[config.mk]
export PLATFORM = sky130hd
export DESIGN_NAME = ip_mask_access_filter
export DESIGN_NICKNAME = d
export VERILOG_FILES = /design/src/rtl/imf_pkg.sv /design/src/rtl/imf_ram.sv /design/src/rtl/imf_front.sv /design/src/rtl/imf_back.sv /design/src/rtl/ip_mask_access_filter.sv
export SDC_FILE = /design/constraint.sdc
export NUM_CORES = 2
export LEC_CHECK = 0
export BUFFER_PORTS_ARGS = -buffer_cell sky130_fd_sc_hd__buf_2
export CAP_MARGIN = 20
export CORE_ASPECT_RATIO = 2
export CORE_MARGIN = 2
export CORE_UTILIZATION = 25
export CTS_CLUSTER_DIAMETER = 40
export DETAILED_ROUTE_END_ITERATION = 12
export PLACE_DENSITY = 0.43
export SLEW_MARGIN = 10
export SYNTH_ARGS = -nofsm -noshare
export SYNTH_HDL_FRONTEND = slang
export SYNTH_SLANG_ARGS = --single-unit
[constraint.sdc]
create_clock -name clk -period 7.8 [get_ports clk]
set_clock_uncertainty 0.15 [all_clocks]
set_input_delay 0.39 -clock clk [delete_from_list [all_inputs] [get_ports clk]]
set_output_delay 0.39 -clock clk [all_outputs]
set_load 0.02 [all_outputs]
[src/rtl/imf_pkg.sv]
`timescale 1ns / 1ps
// Shared types and constants for the IP mask access filter.
// No dependencies; imf_front, imf_back and the top level import this package.
package imf_pkg;

  // Depth of the queue between the front and back parts.
  localparam int QUEUE_DEPTH = 2;
  localparam int QPTR_W      = 1;
  localparam int QCNT_W      = 2;

  localparam int IP_W        = 32;
  localparam int IN_TDATA_W  = 104;
  localparam int OUT_TDATA_W = 8;

  typedef enum logic {
    OP_ADD   = 1'b0,
    OP_CHECK = 1'b1
  } op_t;

  // One classified item as it travels through the queue. For an add, addr holds
  // the rule address already ANDed with its mask; for a check it holds the host.
  typedef struct packed {
    op_t             op;
    logic [IP_W-1:0] addr;
    logic [IP_W-1:0] mask;
    logic            allow;
  } job_t;

  // One entry of the rule table.
  typedef struct packed {
    logic            allow;
    logic [IP_W-1:0] mask;
    logic [IP_W-1:0] addr;
  } rule_t;

  localparam int RULE_W = $bits(rule_t);

endpackage

[src/rtl/imf_ram.sv]
`timescale 1ns / 1ps
// Generic single-port-write, single-port-read RAM with registered read data.
// No dependencies.
module imf_ram #(
  parameter int WIDTH = 8,
  parameter int DEPTH = 16,
  parameter int AW    = 4
) (
  input  logic             clk,
  input  logic             we,
  input  logic [AW-1:0]    waddr,
  input  logic [WIDTH-1:0] wdata,
  input  logic             re,
  input  logic [AW-1:0]    raddr,
  output logic [WIDTH-1:0] rdata
);

  logic [WIDTH-1:0] mem [DEPTH];
  logic [WIDTH-1:0] rdata_r;

  always_ff @(posedge clk) begin
    if (we) begin
      mem[waddr] <= wdata;
    end
    if (re) begin
      rdata_r <= mem[raddr];
    end
  end

  assign rdata = rdata_r;

endmodule

[src/rtl/imf_front.sv]
`timescale 1ns / 1ps
// Front part: accepts input transfers, classifies them into jobs and holds
// them in a short queue for the back part. Depends on imf_pkg.
module imf_front
  import imf_pkg::*;
(
  input  logic                  clk,
  input  logic                  rst_n,
  input  logic                  in_tvalid,
  output logic                  in_tready,
  input  logic [IN_TDATA_W-1:0] in_tdata,
  input  logic                  in_tuser,
  output logic                  q_valid,
  input  logic                  q_ready,
  output job_t                  q_job
);

  job_t              slot_r [QUEUE_DEPTH];
  logic [QPTR_W-1:0] wr_ptr_r, wr_ptr_nxt;
  logic [QPTR_W-1:0] rd_ptr_r, rd_ptr_nxt;
  logic [QCNT_W-1:0] cnt_r, cnt_nxt;
  logic              push, pop;
  job_t              job_in;
  logic [IP_W-1:0]   host_addr, rule_addr, rule_mask;

  assign host_addr = in_tdata[IP_W-1:0];
  assign rule_addr = in_tdata[2*IP_W-1:IP_W];
  assign rule_mask = in_tdata[3*IP_W-1:2*IP_W];

  // Adds are stored pre-masked, so the back part only compares.
  always_comb begin
    job_in.op    = op_t'(in_tuser);
    job_in.mask  = rule_mask;
    job_in.allow = in_tdata[3*IP_W];
    unique case (op_t'(in_tuser))
      OP_ADD:   job_in.addr = rule_addr & rule_mask;
      OP_CHECK: job_in.addr = host_addr;
      default:  job_in.addr = host_addr;
    endcase
  end

  assign in_tready = (cnt_r != QCNT_W'(QUEUE_DEPTH));
  assign push      = in_tvalid && in_tready;
  assign q_valid   = (cnt_r != '0);
  assign pop       = q_valid && q_ready;
  assign q_job     = slot_r[rd_ptr_r];

  always_comb begin
    wr_ptr_nxt = push ? wr_ptr_r + 1'b1 : wr_ptr_r;
    rd_ptr_nxt = pop ? rd_ptr_r + 1'b1 : rd_ptr_r;
    cnt_nxt    = cnt_r + QCNT_W'(push) - QCNT_W'(pop);
  end

  always_ff @(posedge clk) begin
    if (!rst_n) begin
      wr_ptr_r <= '0;
      rd_ptr_r <= '0;
      cnt_r    <= '0;
    end else begin
      wr_ptr_r <= wr_ptr_nxt;
      rd_ptr_r <= rd_ptr_nxt;
      cnt_r    <= cnt_nxt;
    end
  end

  always_ff @(posedge clk) begin
    if (push) begin
      slot_r[wr_ptr_r] <= job_in;
    end
  end

endmodule

[src/rtl/imf_back.sv]
`timescale 1ns / 1ps
// Back part: executes queued jobs against the rule table and registers the result.
// Depends on imf_pkg and imf_ram.
module imf_back
  import imf_pkg::*;
#(
  parameter int MAX_RULES = 16
) (
  input  logic                   clk,
  input  logic                   rst_n,
  input  logic                   q_valid,
  output logic                   q_ready,
  input  job_t                   q_job,
  input  logic                   default_allow,
  output logic                   out_tvalid,
  input  logic                   out_tready,
  output logic [OUT_TDATA_W-1:0] out_tdata
);

  localparam int AW = (MAX_RULES > 1) ? $clog2(MAX_RULES) : 1;
  localparam int CW = $clog2(MAX_RULES + 1);

  typedef enum logic [2:0] {
    S_IDLE = 3'b001,
    S_SCAN = 3'b010,
    S_EMIT = 3'b100
  } state_t;

  state_t          state_r, state_nxt;
  logic [CW-1:0]   count_r, count_nxt;
  logic [CW-1:0]   idx_r, idx_nxt;
  logic            hit_allow_r, hit_allow_nxt;
  logic            hit_deny_r, hit_deny_nxt;
  logic            perm_r, perm_nxt;
  logic            rej_r, rej_nxt;
  logic            out_valid_r, out_valid_nxt;
  logic [1:0]      out_data_r, out_data_nxt;

  logic            ram_we, ram_re;
  logic [AW-1:0]   ram_waddr, ram_raddr;
  rule_t           ram_wdata, ram_rdata;
  logic            match, take, load;
  logic            full;

  // Host address held for the duration of a scan.
  logic [IP_W-1:0] q_job_host_r;

  imf_ram #(
    .WIDTH (RULE_W),
    .DEPTH (MAX_RULES),
    .AW    (AW)
  ) u_table (
    .clk   (clk),
    .we    (ram_we),
    .waddr (ram_waddr),
    .wdata (ram_wdata),
    .re    (ram_re),
    .raddr (ram_raddr),
    .rdata (ram_rdata)
  );

  assign full      = (count_r == CW'(MAX_RULES));
  assign q_ready   = (state_r == S_IDLE);
  assign take      = q_valid && q_ready;
  assign match     = ((q_job_host_r & ram_rdata.mask) == ram_rdata.addr);
  assign load      = (state_r == S_EMIT) && (!out_valid_r || out_tready);
  assign ram_waddr = count_r[AW-1:0];
  assign ram_wdata = '{allow: q_job.allow, mask: q_job.mask, addr: q_job.addr};

  always_ff @(posedge clk) begin
    if (take) begin
      q_job_host_r <= q_job.addr;
    end
  end

  always_comb begin
    state_nxt     = state_r;
    count_nxt     = count_r;
    idx_nxt       = idx_r;
    hit_allow_nxt = hit_allow_r;
    hit_deny_nxt  = hit_deny_r;
    perm_nxt      = perm_r;
    rej_nxt       = rej_r;
    ram_we        = 1'b0;
    ram_re        = 1'b0;
    ram_raddr     = idx_r[AW-1:0];

    unique case (state_r)
      S_IDLE: begin
        if (take) begin
          perm_nxt      = 1'b0;
          rej_nxt       = 1'b0;
          hit_allow_nxt = 1'b0;
          hit_deny_nxt  = 1'b0;
          state_nxt     = S_EMIT;
          if (q_job.op == OP_ADD) begin
            if (full) begin
              rej_nxt = 1'b1;
            end else begin
              ram_we    = 1'b1;
              count_nxt = count_r + 1'b1;
            end
          end else if (count_r == '0) begin
            perm_nxt = default_allow;
          end else begin
            ram_re    = 1'b1;
            ram_raddr = '0;
            idx_nxt   = CW'(1);
            state_nxt = S_SCAN;
          end
        end
      end
      S_SCAN: begin
        // Read data belongs to the entry requested in the previous cycle.
        hit_allow_nxt = hit_allow_r | (match & ram_rdata.allow);
        hit_deny_nxt  = hit_deny_r | (match & ~ram_rdata.allow);
        if (idx_r < count_r) begin
          ram_re  = 1'b1;
          idx_nxt = idx_r + 1'b1;
        end else begin
          perm_nxt  = default_allow ? ~hit_deny_nxt : hit_allow_nxt;
          state_nxt = S_EMIT;
        end
      end
      S_EMIT: begin
        if (load) begin
          state_nxt = S_IDLE;
        end
      end
      default: state_nxt = S_IDLE;
    endcase
  end

  always_comb begin
    out_valid_nxt = out_valid_r;
    out_data_nxt  = out_data_r;
    if (out_valid_r && out_tready) begin
      out_valid_nxt = 1'b0;
    end
    if (load) begin
      out_valid_nxt = 1'b1;
      out_data_nxt  = {rej_r, perm_r};
    end
  end

  always_ff @(posedge clk) begin
    if (!rst_n) begin
      state_r     <= S_IDLE;
      count_r     <= '0;
      out_valid_r <= 1'b0;
    end else begin
      state_r     <= state_nxt;
      count_r     <= count_nxt;
      out_valid_r <= out_valid_nxt;
    end
  end

  always_ff @(posedge clk) begin
    idx_r       <= idx_nxt;
    hit_allow_r <= hit_allow_nxt;
    hit_deny_r  <= hit_deny_nxt;
    perm_r      <= perm_nxt;
    rej_r       <= rej_nxt;
    out_data_r  <= out_data_nxt;
  end

  assign out_tvalid = out_valid_r;
  assign out_tdata  = {{(OUT_TDATA_W-2){1'b0}}, out_data_r};

endmodule

[src/rtl/ip_mask_access_filter.sv]
`timescale 1ns / 1ps
// Top level of the IP mask access filter: front part, queue and back part.
// Depends on imf_pkg, imf_front, imf_back and imf_ram.
//
//   Channel  Direction  Handshake              Payload
//   in_      slave      in_tvalid/in_tready    in_tdata, in_tuser (action)
//   out_     master     out_tvalid/out_tready  out_tdata
//   cfg_     slave      cfg_valid/cfg_ready    cfg_data (default_allow)
//
// An add goes from S_IDLE to S_EMIT in the back part; a check with rules in the
// table scans them in S_SCAN first, reading the rule table RAM one entry per cycle.
// The front queue holds two items, so input transfers continue while the back
// part works or a result waits. rst_n is synchronous and clears the rule count,
// the queue and the default policy; table contents are left as they are.
module ip_mask_access_filter
  import imf_pkg::*;
#(
  parameter int MAX_RULES = 16
) (
  input  logic                   clk,
  input  logic                   rst_n,
  input  logic                   in_tvalid,
  output logic                   in_tready,
  // [31:0] host_addr, [63:32] rule_addr, [95:64] rule_mask, [96] rule_allow
  input  logic [IN_TDATA_W-1:0]  in_tdata,
  // [0] action
  input  logic                   in_tuser,
  output logic                   out_tvalid,
  input  logic                   out_tready,
  // [0] permitted, [1] add_rejected
  output logic [OUT_TDATA_W-1:0] out_tdata,
  input  logic                   cfg_valid,
  output logic                   cfg_ready,
  input  logic                   cfg_data
);

  logic q_valid, q_ready;
  job_t q_job;
  logic default_allow_r, default_allow_nxt;

  assign cfg_ready         = 1'b1;
  assign default_allow_nxt = (cfg_valid && cfg_ready) ? cfg_data : default_allow_r;

  always_ff @(posedge clk) begin
    if (!rst_n) begin
      default_allow_r <= 1'b0;
    end else begin
      default_allow_r <= default_allow_nxt;
    end
  end

  imf_front u_front (
    .clk       (clk),
    .rst_n     (rst_n),
    .in_tvalid (in_tvalid),
    .in_tready (in_tready),
    .in_tdata  (in_tdata),
    .in_tuser  (in_tuser),
    .q_valid   (q_valid),
    .q_ready   (q_ready),
    .q_job     (q_job)
  );

  imf_back #(
    .MAX_RULES (MAX_RULES)
  ) u_back (
    .clk           (clk),
    .rst_n         (rst_n),
    .q_valid       (q_valid),
    .q_ready       (q_ready),
    .q_job         (q_job),
    .default_allow (default_allow_r),
    .out_tvalid    (out_tvalid),
    .out_tready    (out_tready),
    .out_tdata     (out_tdata)
  );

endmodule
After elaboration in Yosys (flattened, before gate mapping)
Memories as Yosys holds them, arrays and structs flattened. A register that Yosys moved wholly into a read port is not among the register bits.
Cells that the tools add are included.
W data, S select, Z words.
{ "word_totals": {"memories": 2, "mem_bits_rw": 1172, "register_bits": 57, "in_bits": 111, "output_inout_bits": 11} }
{ "memory_table": {"columns": ["memory", "words", "width", "rd", "rd_ports_with_merged_regs", "write_ports", "line", "source"], "rows": [
  ["u_back.u_table.mem", 16, 65, 1, 1, 1, "imf_ram.sv:18", "logic [WIDTH-1:0] mem [DEPTH];"],
  ["u_front.slot_r", 2, 66, 1, 1, 1, "imf_front.sv:18", "job_t slot_r [QUEUE_DEPTH];"]
]} }
{ "op_classes": {"n_bitwise": 11, "mux": 43, "n_reduce_logical": 16, "add_sub_neg": 6, "n_eq_ne": 12, "order_cmp": 1} }
{ "op_table": {"columns": ["op", "n"], "rows": [
  ["$and A32 B32 Y32", 2],
  ["$pmux W32 S2", 1],
  ["$eq A32 B32 Y1", 1],
  ["$mux W1", 23],
  ["$mux W5", 4],
  ["$mux W4", 4],
  ["$mux W3", 5],
  ["$add A5 B1 Y5 const B", 2],
  ["$ne A2 B2 Y1 const B", 5],
  ["$pmux W5 S2", 1],
  ["$pmux W3 S3", 1],
  ["$pmux W1 S2", 4],
  ["$reduce_and A3 Y1", 2],
  ["$reduce_bool A2 Y1", 3],
  ["$eq A5 B5 Y1 const B", 1],
  ["$logic_not A5 Y1", 1],
  ["$lt A5 B5 Y1", 1],
  ["$not A1 Y1", 5],
  ["$reduce_and A5 Y1", 1],
  ["$logic_and A1 B1 Y1", 4],
  ["$ne A2 B1 Y1 const B", 2],
  ["$reduce_and A2 Y1", 2],
  ["$reduce_and A4 Y1", 1],
  ["$eq A3 B1 Y1 const B", 1],
  ["9 further kinds", 12]
]} }

Logic depth before layout (Yosys ltp)
{ "logic_depth": {"word_depth": 8, "mapped_depth": 11, "mapped_depth_nobuf": 9} }

Hierarchy
A second synthesis with hierarchy kept.
{ "hier_totals": {"cells_unflattened": 2249, "area_unflattened_um2": 49224.7} }
{ "modules_own_cells": {"columns": ["module", "cells_each", "area_per_inst_um2", "seq_area_each_um2", "n_inst"], "rows": [
  ["imf_ram", 1673, 40894.2, 33181.8, 1],
  ["imf_front", 337, 5616.6, 4063.9, 1],
  ["imf_back", 234, 2666.3, 1471.4, 1],
  ["ip_mask_access_filter", 5, 47.5, 20.0, 1]
]} }

Worst setup path after synthesis
OpenSTA, ideal clock, no wires.
{ "synth_path": {"kind": "reg2reg", "start": "register u_back.state_r[0]", "end": "memory u_back.u_table.mem[3][0] (netlist bit), enable pin", "slack_ns": 1.091, "required_time_ns": 7.082, "synth_period_minus_slack_ns": 6.709, "arrival_ns": 5.991, "path_stages_with_launch": 5, "setup_time_ns": 0.568, "cell_sequence": "dfxtp_1 or3b_4 nor4_2 nand2_1 nor3_1"} }
{ "synth_between": {"elab_chain_cells": 6} }
{ "synth_rtl": {"columns": ["item", "line", "source"], "rows": [
  ["from (decl)", "imf_back.sv:29", "state_t state_r, state_nxt;"],
  ["from (signal assigned)", "imf_back.sv:152", "state_r <= state_nxt;"],
  ["$eq A3 B1 Y1 (*)", "imf_back.sv:63, imf_back.sv:88", null],
  ["$logic_and A1 B1 Y1", "imf_back.sv:64", "assign take = q_valid && q_ready;"],
  ["$mux W1", "imf_back.sv:90", "if (take) begin"],
  ["$mux W1 (*)", "imf_back.sv:88", "unique case (state_r)"],
  ["$mux W1 (*)", "imf_ram.sv:22", "if (we) begin"],
  ["$mux W1 (not written as such) (*)", "imf_ram.sv:23", "mem[waddr] <= wdata;"],
  ["to (decl)", "imf_ram.sv:18", null]
]} }
Mark *: on every way between the ends. The rest lies on a longest branch, timed or not.

Worst setup path after layout
{ "layout_path": {"start": "register u_back.count_r[0]", "end": "register u_back.u_table.rdata_r[2] (netlist: u_back.u_table.rdata[2]) (read register of u_back.u_table.mem) (data pin)"} }
{ "layout_between": {"elab_chain_cells": 5, "elab_cells_between_ends": 11} }
{ "layout_rtl": {"columns": ["item", "line", "source"], "rows": [
  ["from (decl)", "imf_back.sv:30", "logic [CW-1:0] count_r, count_nxt;"],
  ["from (signal assigned)", "imf_back.sv:153", "count_r <= count_nxt;"],
  ["parallel branches: the longest is 5 deep, another holds $lt A5 B5 Y1", null, null],
  ["to (decl)", "imf_ram.sv:19", "logic [WIDTH-1:0] rdata_r;"]
]} }
Parallel ways; which one is timed is not known.
A chain may end at the register's enable or synchronous reset.

==> impl_metrics.csv <==
group,metric,value,unit
synthesis,synth_seq_cells,1295,
global_routing,grt_start_max_net_pins,118,
synthesis,avgSynthCellArea,16.29,µm²
placement,numPortBuffers,107,
setup_path,crit_type,"flop to flop",
placement,gp_congestion,0.7133,
synthesis,synth_cell_type_count,56,
setup_path,end_kind,"flop",
synthesis,yosys.area.top_type,"edfxtp_1",
sta,tightest_slew,1.144,ns
die,die_w,322.9,µm
setup_path,worstPathRequired,8.16,ns
route,first_pass_iters,6,
synthesis,ys_warn_count,0,
route,drc,0,
clocking,cts_buffer_depth,4,
min_path,hold_start,"in_tdata[42]",
sta,min_period_over_period,0.5789,
final_layout,syn_to_final_growth,17.68,%
die,die_h,641.9,µm
setup_path,max_stage_delay,0.68,ns
synthesis,syn_area,50860,µm²
final_layout,n_fill_cell,20260,
die,start_util,0.2510,
synthesis,synth_top_area_share,0.7557,
synthesis,ys_seq_area_frac,0.7616,
power,vdd_ir_drop_max,0.2047,mV
synthesis,ys_top_cells_by_area,"edfxtp_1 (76%), a21oi_1 (4.0%), mux4_2 (3.0%)",
power,p_sw_frac,0.2617,
final_layout,design_area,59850,µm²
setup_path,arrival,4.88,ns
global_routing,grt_usage,0.1505,
synthesis,synth_cells,3122,
route,drt-initial-drc-count,2034,
clocking,clk_pin_slew,0.06,ns
route,vias,28980,
setup_path,crit_chain,"inv_1 > ha_1 > nor4b_1 > or4_1 > nand3_4 > buf_4 > o2111ai_1 > a21oi_1 > or3_1",
synthesis,synth-main-ff-cell,"edfxtp_1",
setup_path,critical_path.max_fanout,25,
setup_path,cp_slowest_cell,"or4_1",
clocking,h-tree-depth,4,
placement,dpl_cell_area,54790,µm²
synthesis,async_flop_share,0,
clocking,cts.sinks,1295,
placement,dp.final_hpwl,82940,µm
die,rows,234,
sta,finalHoldViolCount,0,
route,ant_nets,0,
synthesis,synth_edf_count,1280,
clocking,cts_tree,"built",
route,routed_wl,158600,µm
setup_path,start_kind,"flop",
power,p_switching,4.543,mW
power,combinationalPowerShare,0.124,
power,p_int,12.82,mW
die,die_area,207300,µm²
power,leakage,19.18,nW
die,io-pin-count,122,
route,via_per_inst,4.742,
sta,max_freq,221.5,MHz
die,core_area,202600,µm²
global_routing,grt_pass1_wl,223200,µm
sta,min_period,4.515,ns
clocking,cts_made_buffers,140,
clocking,worstSkewPairLatency,0.78,ns
sta,rsz0062_at_grt,"false",
min_path,min_path_type,"input port to flop",
clocking,post_cts_buffers,0,
status,status,"completed",
power,clock_power_share,0.376,
final_layout,nNetsFinal,3432,
power,p_seq_frac,0.500,
global_routing,grt_antenna_before_repair,8,
global_routing,grt_pass1_vias,29780,
setup_path,setup.worst_path.start,"u_back.count_r[0]",
global_routing,grt_overflow_total,0,
sta,finalSetupViolCount,0,
route,wl_per_cell,25.95,µm
clocking,postCtsHoldBufs,73,
synthesis,synth_common_cells,"edfxtp_1 (1280), a21oi_1 (403), nand2_1 (272)",
setup_path,crit_family,"simple AND/OR/NAND/NOR gates",
sta,max-slew-margin-rel,0.2292,
flow_run,cap_viol_max_count,0,
clocking,clock-root-buffer,"clkbuf_16",
final_layout,drive_above_1_share,0.1584,
setup_path,worst-path-buf-inv,2,
clocking,cts_resized,0,
synthesis,synth_most_common_cell,"edfxtp_1",
power,power.density,290.0,nW/µm²
sta,slew_violations,0,
sta,finalSetupTns,0,ns
setup_path,reg2reg_from,"u_back.count_r[0]",
==> worst register-to-register path, stage by stage, from the launching register on <==
cell       delay (ns)
dfxtp_1          0.36
inv_1            0.15
ha_1             0.23
nor4b_1          0.65
or4_1            0.68
nand3_4          0.69
buf_4            0.59
o2111ai_1        0.34
a21oi_1          0.10
or3_1            0.34
==> flip-flops by register name, summed over array words and instances, names as in the netlist, 2 cells and up, named ones only <==
name,count
u_back.u_table.mem,1040
u_front.slot_r,132
u_back.u_table.rdata,65
u_back.q_job_host_r,32
u_back.count_r,5
u_back.idx_r,5
u_back.state_r,3
u_back.out_data_r,2
u_front.cnt_r,2
==> cells by family (layout without fill, tap and decap cells) <==
logic type,count (synthesis),after routing,synth area share
AOI/OAI and AO/OA,741,741,0.09126
other,2,8,0.0001476
xor gates and xnor gates,10,10,0.001722
and+or+nand+nor,574,574,0.05338
DFF,1295,1295,0.7616
muxes,266,266,0.07050
adders and majority gates,11,11,0.002706
buffers and inverters,223,493,0.01870
==> worst paths after layout <==
path / cells past startpoint / endpoint / slack, ns
worst max-delay path: 9 / u_back.u_table.rdata[2] / 3.28
worst min-delay path: 3 / u_front.slot_r[1][43] / 0.02
worst max register to register: 9 / u_back.u_table.rdata[2] / 3.28
worst min register to register: 0 / u_back.out_data_r[1] / 0.27
==> cell usage in the layout, fill, tap and decap left out, types with 14 or more instances in the layout <==
master            n
o22ai_1          63
nor2_1           76
a211oi_1         75
dfxtp_1          14
buf_2           106
nand2_1         269
clkbuf_1         26
nor2_4           14
dlygate4sd3_1    73
a21oi_1         403
edfxtp_1       1280
mux2i_1         131
buf_4            60
a221o_1          64
o21ai_0          33
or3_1           126
o2111ai_1        63
clkbuf_16       143
clkinv_2         16
mux4_2           67
mux2_2           68
and3_1           19
nand3_1          14
==> power by group through the flow <==
stage,registers (mW),logic (mW),clock network (mW)
5_1_grt,8.72,2.33,6.93
3_3_place_gp,8.81,2.13,0
3_5_place_dp,8.83,2.17,0
4_1_cts,8.68,2.21,6.71
2_1_floorplan,8.78,1.25,0
6_report,8.68,2.15,6.53
==> metrics by stage <==
stage | instances | hold slack, ns | power (mW) | util | worst slack [ns]
global route | 6112 | 0.02029 | 17.97 | 0.2954 | 3.119
finish | 6112 | 0.01975 | 17.36 | 0.2954 | 3.285
detailed placement | 5809 | 0.2563 | 11.00 | 0.2704 | 3.250
floorplan | 3127 | 0.2503 | 10.03 | - | 1.091
CTS | 6111 | 0.003550 | 17.59 | 0.2954 | 3.250
global placement | 5806 | 0.2585 | 10.95 | 0.2703 | 3.258
==> final cells by class <==
class,count,area (µm²),area share
multi-input combinational,1609,11390,0.1904
clock inverter,60,651.9,0.01089
timing repair buffer,250,1932,0.03228
inverter,14,61.31,0.001024
sequential,1295,38740,0.6472
tap,2714,3396,0.05673
antenna,1,2.502,0.00004181
clock buffer,169,3676,0.06142
==> metal layers <==
| layer | share of wire | GRT usage | wire length (µm) |
|---|---|---|---|
| met1 | 0.39 | 0.1719 | 61410 |
| met2 | 0.55 | 0.2879 | 86920 |
| met3 | 0.031 | 0.01339 | 4906 |
| met4 | 0.034 | 0.05228 | 5317 |
| met5 | 0.00017 | 0 | 27 |
No activity file was read; power rests on OpenSTA's default activity.
